`config.mk`:
```
export PLATFORM = sky130hd
export DESIGN_NAME = prefixed_line_capture
export DESIGN_NICKNAME = d
export VERILOG_FILES = /design/src/plc_pkg.sv /design/src/prefixed_line_capture.sv /design/src/plc_in_stage.sv /design/src/plc_core.sv /design/src/plc_out_stage.sv
export VERILOG_INCLUDE_DIRS = /design/src /design/src/src
export SDC_FILE = /design/constraint.sdc
export NUM_CORES = 1
export LEC_CHECK = 0
export ABC_AREA = 0
export BUFFER_PORTS_ARGS = -buffer_cell sky130_fd_sc_hd__buf_2
export CORE_MARGIN = 2
export CORE_UTILIZATION = 55
export CTS_CLUSTER_SIZE = 12
export DETAILED_ROUTE_END_ITERATION = 6
export PLACE_DENSITY = 0.77
export SETUP_SLACK_MARGIN = 0.02
export SKIP_LAST_GASP = 1
export SYNTH_ARGS = -nofsm -noshare
export SYNTH_HDL_FRONTEND = slang
export SYNTH_SLANG_ARGS = --single-unit
```
`constraint.sdc`:
```
create_clock -name clk -period 5.6 [get_ports clk]
set_clock_uncertainty 0.15 [all_clocks]
set_input_delay 0.28 -clock clk [delete_from_list [all_inputs] [get_ports clk]]
set_output_delay 0.28 -clock clk [all_outputs]
set_load 0.01 [all_outputs]
```
`src/prefixed_line_capture_assert.svh`:
```
// assertion macros used by the prefixed line capture core
`ifndef PREFIXED_LINE_CAPTURE_ASSERT_SVH
`define PREFIXED_LINE_CAPTURE_ASSERT_SVH
`ifndef ASSERT_OFF
// a holds in a cycle, so b holds in the same cycle
`define PLC_ASSERT_IMPL(label, clk, rst_n, a, b) \
    label: assert property (@(posedge clk) disable iff (!rst_n) (a) |-> (b)) \
        else $error("prefixed line capture check failed");
// a holds in a cycle, so b holds in the next one
`define PLC_ASSERT_NEXT(label, clk, rst_n, a, b) \
    label: assert property (@(posedge clk) disable iff (!rst_n) (a) |=> (b)) \
        else $error("prefixed line capture check failed");
`else
`define PLC_ASSERT_IMPL(label, clk, rst_n, a, b)
`define PLC_ASSERT_NEXT(label, clk, rst_n, a, b)
`endif
`endif

```
`src/plc_pkg.sv`:
```
// types, codes and constants of the prefixed line capture block
package plc_pkg;

    localparam int MAX_PREFIX = 8;
    localparam int PFX_IDX_W  = 3;
    localparam int PFX_LEN_W  = 4;
    localparam int CAP_W      = 9;
    localparam int TMO_W      = 20;
    localparam int CHAR_W     = 8;
    localparam int CFG_DATA_W = 64;
    localparam int CFG_ADDR_W = 2;

    localparam logic [1:0] OP_START = 2'd0;
    localparam logic [1:0] OP_CHAR  = 2'd1;
    localparam logic [1:0] OP_TICK  = 2'd2;

    localparam logic [1:0] PH_BEFORE = 2'd0;
    localparam logic [1:0] PH_IN     = 2'd1;
    localparam logic [1:0] PH_AFTER  = 2'd2;

    localparam logic [CFG_ADDR_W-1:0] CFG_PREFIX_CHARS  = 2'd0;
    localparam logic [CFG_ADDR_W-1:0] CFG_PREFIX_LENGTH = 2'd1;
    localparam logic [CFG_ADDR_W-1:0] CFG_CAPTURE_LIMIT = 2'd2;

    localparam logic [CAP_W-1:0] CAP_LIMIT_RESET = 9'd64;
    localparam logic [CAP_W-1:0] CAP_LIMIT_MAX   = 9'd256;

    localparam logic [CHAR_W-1:0] CHAR_CR  = 8'h0d;
    localparam logic [CHAR_W-1:0] CHAR_LF  = 8'h0a;
    localparam logic [CHAR_W-1:0] CHAR_NUL = 8'h00;

    typedef struct packed {
        logic [1:0]        op;
        logic [CHAR_W-1:0] rx_char;
        logic [TMO_W-1:0]  timeout_ms;
    } item_t;

    typedef struct packed {
        logic              valid;
        logic [CHAR_W-1:0] line_char;
        logic              last;
        logic              timed_out;
    } result_t;

    typedef struct packed {
        logic [CFG_DATA_W-1:0] prefix_chars;
        logic [PFX_LEN_W-1:0]  prefix_length;
        logic [CAP_W-1:0]      capture_limit;
    } cfg_t;

endpackage

```
`src/prefixed_line_capture.sv`:
```
// top level of the prefixed line capture block
//
//  channel  dir  handshake          payload
//  s_*      in   s_tvalid/s_tready  tuser op, tdata rx_char + timeout_ms
//  m_*      out  m_tvalid/m_tready  tdata line_char, tlast last, tuser timed_out
//  cfg_*    in   cfg_we             cfg_addr register, cfg_wdata value
//
// one word per cycle sustained: input register, one decision step, result register
// a word that yields a result has it valid in the cycle after the core takes the word
// the result register stalls the core only while a result waits and m_tready is low
// reset clears control state and loads register defaults (capture limit 64)
module prefixed_line_capture
    import plc_pkg::*;
(
    input  logic                  clk,
    input  logic                  rst_n,
    input  logic                  s_tvalid,
    output logic                  s_tready,
    input  logic [31:0]           s_tdata,   // rx_char[7:0], timeout_ms[27:8], zero pad
    input  logic [1:0]            s_tuser,   // op[1:0]
    output logic                  m_tvalid,
    input  logic                  m_tready,
    output logic [7:0]            m_tdata,   // line_char[7:0]
    output logic                  m_tlast,
    output logic                  m_tuser,   // timed_out[0]
    input  logic                  cfg_we,
    input  logic [CFG_ADDR_W-1:0] cfg_addr,
    input  logic [CFG_DATA_W-1:0] cfg_wdata
);

    cfg_t    cfg_reg, cfg_next;
    item_t   s_item;
    item_t   item;
    logic    item_valid;
    logic    out_free;
    logic    go;
    result_t res;

    assign s_item.op         = s_tuser;
    assign s_item.rx_char    = s_tdata[CHAR_W-1:0];
    assign s_item.timeout_ms = s_tdata[CHAR_W +: TMO_W];

    assign go = item_valid && out_free;

    always_comb
    begin
        cfg_next = cfg_reg;
        if (cfg_we)
        begin
            unique case (cfg_addr)
                CFG_PREFIX_CHARS:  cfg_next.prefix_chars  = cfg_wdata;
                CFG_PREFIX_LENGTH: cfg_next.prefix_length = cfg_wdata[PFX_LEN_W-1:0];
                CFG_CAPTURE_LIMIT: cfg_next.capture_limit = cfg_wdata[CAP_W-1:0];
                default:
                begin
                end
            endcase
        end
    end

    always_ff @(posedge clk or negedge rst_n)
    begin
        if (!rst_n)
        begin
            cfg_reg.prefix_chars  <= '0;
            cfg_reg.prefix_length <= '0;
            cfg_reg.capture_limit <= CAP_LIMIT_RESET;
        end
        else
        begin
            cfg_reg <= cfg_next;
        end
    end

    plc_in_stage u_in
    (
        .clk        (clk),
        .rst_n      (rst_n),
        .s_valid    (s_tvalid),
        .s_ready    (s_tready),
        .s_item     (s_item),
        .take       (go),
        .item_valid (item_valid),
        .item       (item)
    );

    plc_core u_core
    (
        .clk   (clk),
        .rst_n (rst_n),
        .go    (go),
        .item  (item),
        .cfg   (cfg_reg),
        .res   (res)
    );

    plc_out_stage u_out
    (
        .clk         (clk),
        .rst_n       (rst_n),
        .load        (go),
        .res         (res),
        .free        (out_free),
        .m_valid     (m_tvalid),
        .m_ready     (m_tready),
        .m_char      (m_tdata),
        .m_last      (m_tlast),
        .m_timed_out (m_tuser)
    );

endmodule

```
`src/plc_in_stage.sv`:
```
// input register holding one accepted word until the core takes it
module plc_in_stage
    import plc_pkg::*;
(
    input  logic  clk,
    input  logic  rst_n,
    input  logic  s_valid,
    output logic  s_ready,
    input  item_t s_item,
    input  logic  take,
    output logic  item_valid,
    output item_t item
);

    logic  valid_reg;
    logic  valid_next;
    item_t item_reg;

    assign s_ready    = !valid_reg || take;
    assign item_valid = valid_reg;
    assign item       = item_reg;

    always_comb
    begin
        valid_next = valid_reg;
        if (s_valid && s_ready)
        begin
            valid_next = 1'b1;
        end
        else if (take)
        begin
            valid_next = 1'b0;
        end
    end

    always_ff @(posedge clk or negedge rst_n)
    begin
        if (!rst_n)
        begin
            valid_reg <= 1'b0;
        end
        else
        begin
            valid_reg <= valid_next;
        end
    end

    always_ff @(posedge clk)
    begin
        if (s_valid && s_ready)
        begin
            item_reg <= s_item;
        end
    end

endmodule

```
`src/plc_core.sv`:
```
// search state and the per-word decision: prefix match, capture, timeout
module plc_core
    import plc_pkg::*;
(
    input  logic    clk,
    input  logic    rst_n,
    input  logic    go,
    input  item_t   item,
    input  cfg_t    cfg,
    output result_t res
);

`include "prefixed_line_capture_assert.svh"

    logic                 active_reg, active_next;
    logic [1:0]           phase_reg, phase_next;
    logic [PFX_LEN_W-1:0] mp_reg, mp_next;
    logic [TMO_W-1:0]     time_reg, time_next;
    logic [CAP_W-1:0]     cap_reg, cap_next;

    logic [PFX_LEN_W-1:0] len_used;
    logic [CAP_W-1:0]     lim_used;
    logic [PFX_LEN_W-1:0] mp_eff;
    logic [PFX_LEN_W-1:0] mp_inc;
    logic [CHAR_W-1:0]    pfx_byte;
    logic [TMO_W-1:0]     time_dec;
    logic [CAP_W-1:0]     cap_dec;
    logic                 done;

    always_comb
    begin
        len_used = (cfg.prefix_length > PFX_LEN_W'(MAX_PREFIX)) ?
                   PFX_LEN_W'(MAX_PREFIX) : cfg.prefix_length;
        if (cfg.capture_limit == '0)
        begin
            lim_used = CAP_W'(1);
        end
        else if (cfg.capture_limit > CAP_LIMIT_MAX)
        begin
            lim_used = CAP_LIMIT_MAX;
        end
        else
        begin
            lim_used = cfg.capture_limit;
        end
        // a stale position past a shortened prefix starts over
        mp_eff   = (mp_reg >= len_used) ? '0 : mp_reg;
        mp_inc   = mp_eff + PFX_LEN_W'(1);
        pfx_byte = cfg.prefix_chars[{mp_eff[PFX_IDX_W-1:0], 3'b000} +: CHAR_W];
        time_dec = time_reg - TMO_W'(1);
        cap_dec  = cap_reg - CAP_W'(1);
        done     = (item.rx_char == CHAR_CR) || (item.rx_char == CHAR_LF) ||
                   (item.rx_char == CHAR_NUL) || (cap_dec == '0);
    end

    always_comb
    begin
        active_next = active_reg;
        phase_next  = phase_reg;
        mp_next     = mp_reg;
        time_next   = time_reg;
        cap_next    = cap_reg;
        res         = '0;
        if (go)
        begin
            case (item.op)
                OP_START:
                begin
                    phase_next = PH_BEFORE;
                    mp_next    = '0;
                    if (item.timeout_ms == '0)
                    begin
                        active_next   = 1'b0;
                        time_next     = '0;
                        cap_next      = '0;
                        res.valid     = 1'b1;
                        res.last      = 1'b1;
                        res.timed_out = 1'b1;
                    end
                    else
                    begin
                        active_next = 1'b1;
                        time_next   = item.timeout_ms;
                        cap_next    = lim_used;
                        if (len_used == '0)
                        begin
                            phase_next = PH_AFTER;
                        end
                    end
                end
                OP_TICK:
                begin
                    if (active_reg)
                    begin
                        time_next = time_dec;
                        if (time_dec == '0)
                        begin
                            active_next   = 1'b0;
                            phase_next    = PH_BEFORE;
                            mp_next       = '0;
                            cap_next      = '0;
                            res.valid     = 1'b1;
                            res.last      = 1'b1;
                            res.timed_out = 1'b1;
                        end
                    end
                end
                OP_CHAR:
                begin
                    if (active_reg)
                    begin
                        if (phase_reg == PH_AFTER)
                        begin
                            cap_next      = cap_dec;
                            res.valid     = 1'b1;
                            res.line_char = item.rx_char;
                            res.last      = done;
                            if (done)
                            begin
                                active_next = 1'b0;
                                phase_next  = PH_BEFORE;
                                mp_next     = '0;
                                time_next   = '0;
                                cap_next    = '0;
                            end
                        end
                        else if (len_used == '0)
                        begin
                            phase_next = PH_AFTER;
                            mp_next    = '0;
                        end
                        else if (item.rx_char == pfx_byte)
                        begin
                            if (mp_inc >= len_used)
                            begin
                                phase_next = PH_AFTER;
                                mp_next    = '0;
                            end
                            else
                            begin
                                phase_next = PH_IN;
                                mp_next    = mp_inc;
                            end
                        end
                        else
                        begin
                            // mismatched character is dropped, not rechecked
                            phase_next = PH_BEFORE;
                            mp_next    = '0;
                        end
                    end
                end
                default:
                begin
                end
            endcase
        end
    end

    always_ff @(posedge clk or negedge rst_n)
    begin
        if (!rst_n)
        begin
            active_reg <= 1'b0;
            phase_reg  <= PH_BEFORE;
            mp_reg     <= '0;
            time_reg   <= '0;
            cap_reg    <= '0;
        end
        else
        begin
            active_reg <= active_next;
            phase_reg  <= phase_next;
            mp_reg     <= mp_next;
            time_reg   <= time_next;
            cap_reg    <= cap_next;
        end
    end

    `PLC_ASSERT_IMPL(a_idle_clean, clk, rst_n, !active_reg,
        (phase_reg == PH_BEFORE) && (mp_reg == '0) && (cap_reg == '0))
    `PLC_ASSERT_IMPL(a_active_budget, clk, rst_n, active_reg,
        (time_reg != '0) && (cap_reg != '0))
    `PLC_ASSERT_IMPL(a_pos_in_prefix, clk, rst_n, phase_reg != PH_IN,
        mp_reg == '0)
    `PLC_ASSERT_NEXT(a_last_goes_idle, clk, rst_n, go && res.valid && res.last,
        !active_reg)

endmodule

```
`src/plc_out_stage.sv`:
```
// result register in front of the master side
module plc_out_stage
    import plc_pkg::*;
(
    input  logic              clk,
    input  logic              rst_n,
    input  logic              load,
    input  result_t           res,
    output logic              free,
    output logic              m_valid,
    input  logic              m_ready,
    output logic [CHAR_W-1:0] m_char,
    output logic              m_last,
    output logic              m_timed_out
);

    logic              valid_reg, valid_next;
    logic [CHAR_W-1:0] char_reg;
    logic              last_reg;
    logic              to_reg;

    assign free        = !valid_reg || m_ready;
    assign m_valid     = valid_reg;
    assign m_char      = char_reg;
    assign m_last      = last_reg;
    assign m_timed_out = to_reg;

    always_comb
    begin
        valid_next = valid_reg;
        if (load)
        begin
            valid_next = res.valid;
        end
        else if (m_ready)
        begin
            valid_next = 1'b0;
        end
    end

    always_ff @(posedge clk or negedge rst_n)
    begin
        if (!rst_n)
        begin
            valid_reg <= 1'b0;
        end
        else
        begin
            valid_reg <= valid_next;
        end
    end

    always_ff @(posedge clk)
    begin
        if (load && res.valid)
        begin
            char_reg <= res.line_char;
            last_reg <= res.last;
            to_reg   <= res.timed_out;
        end
    end

endmodule
```
==> impl_metrics.prom <==
# TYPE chip_impl_metric gauge
chip_impl_info{name="outcome",value="finished, final reports clean"} 1
chip_impl_metric{name="floorplan.io_pins",unit=""} 117
chip_impl_metric{name="p_comb_share",unit="%"} 22.7
chip_impl_metric{name="power.sequential.fraction",unit="%"} 43.0
chip_impl_metric{name="critical_path_required",unit="ns"} 5.79
chip_impl_metric{name="whs_path_depth",unit=""} 2
chip_impl_metric{name="p_leak",unit="nW"} 4.25
chip_impl_metric{name="transition_time_of_the_tightest_slew_check_pin",unit="ns"} 1.17
chip_impl_info{name="worstHoldPathType",value="primary input to register"} 1
chip_impl_metric{name="number_of_standard_cells_after_synthesis",unit=""} 707
chip_impl_metric{name="period_share",unit="%"} 75.3
chip_impl_metric{name="cp_num_buf_inv",unit=""} 1
chip_impl_metric{name="clkPwrFrac",unit="%"} 34.3
chip_impl_metric{name="grt.total_usage",unit="%"} 28.7
chip_impl_metric{name="setup_tns",unit="ns"} 0
chip_impl_info{name="grt_setup_unrepaired",value="false"} 1
chip_impl_metric{name="intPower",unit="mW"} 2.46
chip_impl_metric{name="cts.reportedPaths.clkPinSlew",unit="ns"} 0.06
chip_impl_metric{name="power.density",unit="nW/um^2"} 349
chip_impl_metric{name="wirelength",unit="um"} 20900
chip_impl_metric{name="drc",unit=""} 0
chip_impl_metric{name="grt_pass1_wl",unit="um"} 33300
chip_impl_info{name="dominantRegCellSynth",value="dfrtp_1"} 1
chip_impl_metric{name="power",unit="mW"} 3.56
chip_impl_info{name="regToRegStartpoint",value="u_core.mp_reg[2]"} 1
chip_impl_metric{name="synth.cell_area",unit="um^2"} 7900
chip_impl_metric{name="ys_ff_latch",unit=""} 155
chip_impl_metric{name="post_cts_resized",unit=""} 0
chip_impl_info{name="min_from",value="cfg_wdata[0]"} 1
chip_impl_metric{name="maxCapViolations",unit=""} 0
chip_impl_metric{name="post-place-cells",unit=""} 973
chip_impl_info{name="critical_path_class",value="register to register"} 1
chip_impl_metric{name="setup_viol",unit=""} 0
chip_impl_metric{name="io_buffers",unit=""} 112
chip_impl_metric{name="ys_async_sr_fraction",unit="%"} 74.2
chip_impl_info{name="timing.critical_path.slowest_stage_cell",value="dfrtp_1"} 1
chip_impl_metric{name="die_area",unit="um^2"} 15300
chip_impl_metric{name="clkSinkCount",unit=""} 155
chip_impl_metric{name="ir_drop",unit="mV"} 0.240
chip_impl_metric{name="max_freq",unit="GHz"} 0.237
chip_impl_metric{name="die_x",unit="um"} 124
chip_impl_metric{name="worst_r2r_path_depth",unit=""} 13
chip_impl_metric{name="yosys_synthesis_warning_count",unit=""} 0
chip_impl_metric{name="delay_contributed_by_the_slowest_stage_of_the_critical_path",unit="ns"} 0.93
chip_impl_metric{name="critical_path.max_fanout",unit=""} 25
chip_impl_metric{name="post_synth.cell_area_avg",unit="um^2"} 11.2
chip_impl_metric{name="net-switching-power",unit="mW"} 1.10
chip_impl_info{name="cts_tree",value="built"} 1
chip_impl_metric{name="instances_no_fill",unit=""} 1099
chip_impl_metric{name="yosysSeqAreaShare",unit="%"} 51.7
chip_impl_info{name="yosys.area.top_type",value="dfrtp_1"} 1
chip_impl_metric{name="multiInputGateArea",unit="um^2"} 3620
chip_impl_metric{name="cp.arrival",unit="ns"} 4.41
chip_impl_metric{name="slew_viol_final",unit=""} 0
chip_impl_metric{name="cts_made_buffers",unit=""} 17
chip_impl_info{name="critical_path.cell_chain",value="ha_1 -> o211ai_1 -> o211ai_1 -> inv_1 -> ha_1 -> ha_1 -> a21oi_1 -> nor2b_1 -> o21ai_0 -> nand2_1 -> nor2_1 -> nand4_1 -> o21ai_0"} 1
chip_impl_metric{name="avgViaCountPerCell",unit=""} 5.97
chip_impl_info{name="top_cell_by_count_worst_path",value="ha_1"} 1
chip_impl_metric{name="via_count",unit=""} 6565
chip_impl_metric{name="antenna_diode_instance_count",unit=""} 0
chip_impl_metric{name="detail_route_antenna_nets",unit=""} 0
chip_impl_metric{name="clk_latency",unit="ns"} 0.43
chip_impl_info{name="synthTopCellsByCount",value="114 x dfrtp_1, 76 x mux2_2, 73 x o21ai_0"} 1
chip_impl_info{name="synth.top_cells.by_area",value="dfrtp_1 36%, edfxtp_1 15%, mux2_2 11%, o21ai_0 4.6%, ha_1 2.7%"} 1
chip_impl_metric{name="synth_edf_count",unit=""} 40
chip_impl_metric{name="yosysTopAreaCellShare",unit="%"} 36.1
chip_impl_metric{name="post_cts.repair.setup_buffers",unit=""} 0
chip_impl_metric{name="via_count_of_the_first_global_routing_pass",unit=""} 6701
chip_impl_metric{name="rows",unit=""} 43
chip_impl_metric{name="drtIter0Drc",unit=""} 548
chip_impl_info{name="regToRegEndpoint",value="u_core.mp_reg[3]"} 1
chip_impl_metric{name="synthToLayoutAreaGrowth",unit="%"} 28.9
chip_impl_metric{name="number_of_hold_violations_in_the_final_report",unit=""} 0
chip_impl_info{name="post-synth-top-count-cell",value="dfrtp_1"} 1
chip_impl_metric{name="area.sequential",unit="um^2"} 4080
chip_impl_metric{name="final_layout_size_suffix_gt1_share",unit="%"} 27.0
chip_impl_metric{name="final.min_clock_period",unit="ns"} 4.22
chip_impl_metric{name="switch_share",unit="%"} 30.8
chip_impl_metric{name="yosys.cell_types.count",unit=""} 64
chip_impl_metric{name="antenna_found_initial",unit=""} 0
chip_impl_info{name="critical_path.top_delay_family",value="compound AO/OA/AOI/OAI gates"} 1
chip_impl_metric{name="chipHeight",unit="um"} 124
chip_impl_metric{name="gpl.final_weighted_congestion",unit=""} 0.919
chip_impl_info{name="end_kind",value="register"} 1
chip_impl_metric{name="r2r_slack",unit="ns"} 1.38
chip_impl_metric{name="detailedPlacementHpwl",unit="um"} 13300
chip_impl_metric{name="post_drt_wl_per_cell",unit="um"} 19.1
chip_impl_metric{name="syn_nets",unit=""} 829
chip_impl_metric{name="drt_first_pass_iters",unit=""} 5
chip_impl_info{name="start_kind",value="register"} 1
chip_impl_metric{name="pin_count_of_the_biggest_net_entering_global_routing",unit=""} 69
chip_impl_info{name="holdPathEnd",value="cfg_reg[9]"} 1
chip_impl_metric{name="ctsLongestPathBuffers",unit=""} 2
chip_impl_metric{name="num-nets-final",unit=""} 1029
chip_impl_metric{name="slew_headroom",unit="%"} 21.8
chip_impl_metric{name="core-area",unit="um^2"} 13900
chip_impl_metric{name="cts.htree.levels",unit=""} 4
chip_impl_metric{name="largest_reg_flops",unit=""} 77
chip_impl_metric{name="hold_buffers",unit=""} 95
chip_impl_info{name="clk_root_buffer_cell",value="clkbuf_16"} 1
chip_impl_metric{name="start_util",unit="%"} 56.7
chip_impl_metric{name="fillCellCount",unit=""} 906
chip_impl_metric{name="gr-total-overflow",unit=""} 0
worst register-to-register path, delay by kind of cell (launching register included):
kind / cells / cell delay (ns)
and+or+nand+nor: 4 / 0.62
buffers and inverters: 1 / 0.16
DFF: 1 / 0.93
adders and majority gates: 3 / 0.90
AOI/OAI and AO/OA: 5 / 1.37
kinds of logic after synthesis:
| logic type | count (synthesis) | share of synthesized area [%] |
|---|---|---|
| multiplexers | 89 | 12.6 |
| flip-flops | 155 | 51.7 |
| AND/OR/NAND/NOR | 193 | 13.7 |
| buffers and inverters | 53 | 2.57 |
| XOR/XNOR | 16 | 1.78 |
| adder cells (fa/ha/maj) | 17 | 2.69 |
| AO/OA/AOI/OAI | 184 | 15.0 |
routing by layer:
metal | wire, um | global-route usage, % | vias to the layer above
met1 | 8080 | 33.5 | 3220
met5 | 0 | 0 | -
met4 | 584 | 11.2 | 0
li1 | - | - | 3033
met3 | 1070 | 6.59 | 56
met2 | 11200 | 51.2 | 256
power groups by stage:
stage          clock network (mW)  registers [mW]  logic [mW]
2_1_floorplan                   0            1.48       0.564
3_3_place_gp                    0            1.52       0.703
3_5_place_dp                    0            1.54       0.735
4_1_cts                      1.23            1.52       0.792
5_1_grt                      1.29            1.55       0.890
6_report                     1.22            1.53       0.807
cell type report:
cell class | instances | share of cell area (%)
Clock buffer | 20 | 4.60
Tap cell | 180 | 2.21
Multi-Input combinational cell | 499 | 35.5
Clock inverter | 11 | 1.56
Inverter | 23 | 0.848
Timing Repair Buffer | 211 | 15.2
Sequential cell | 155 | 40.1
cell usage in the layout, fill, tap and decap left out, types with 9 or more instances in the layout:
cell type / n
nor4_1: 11
xor2_1: 15
inv_1: 23
ha_1: 17
and2_1: 12
clkbuf_16: 18
nor2b_1: 11
buf_2: 111
edfxtp_1: 40
dlygate4sd3_1: 95
a21oi_1: 36
a22oi_1: 13
dfrtp_1: 114
mux2_2: 76
mux2i_1: 12
a221oi_1: 9
nand2_1: 29
nor2_1: 55
nor3_1: 13
o21ai_0: 72
worst max path at each step:
stage / from / cells after the start / slack [ns] / to
6_report: u_core.mp_reg[2] / 13 / 1.38 / u_core.mp_reg[3]
4_1_cts: u_core.mp_reg[2] / 9 / 1.49 / u_core.mp_reg[1]
3_5_place_dp: u_core.time_reg[0] / 9 / 1.54 / u_out.m_char[6]
2_1_floorplan: u_core.mp_reg[0] / 16 / 1.81 / u_core.mp_reg[1]
5_1_grt: u_core.mp_reg[2] / 13 / 1.05 / u_core.mp_reg[3]
3_3_place_gp: u_core.time_reg[0] / 9 / 1.66 / u_out.m_char[1]
metrics by stage:
stage               hold WS (ns)  worst slack (ns)  instance area [um^2]  util [%]
floorplan                 -0.166              1.81                  7900         -
global placement           0.202              1.66                  8600      61.7
detailed placement         0.211              1.54                  8600      61.7
CTS                      0.00165              1.49                 10200      73.1
global route             0.00965              1.05                 10200      73.1
finish                    0.0178              1.38                 10200      73.1
Power figures use the tool's default switching activity.
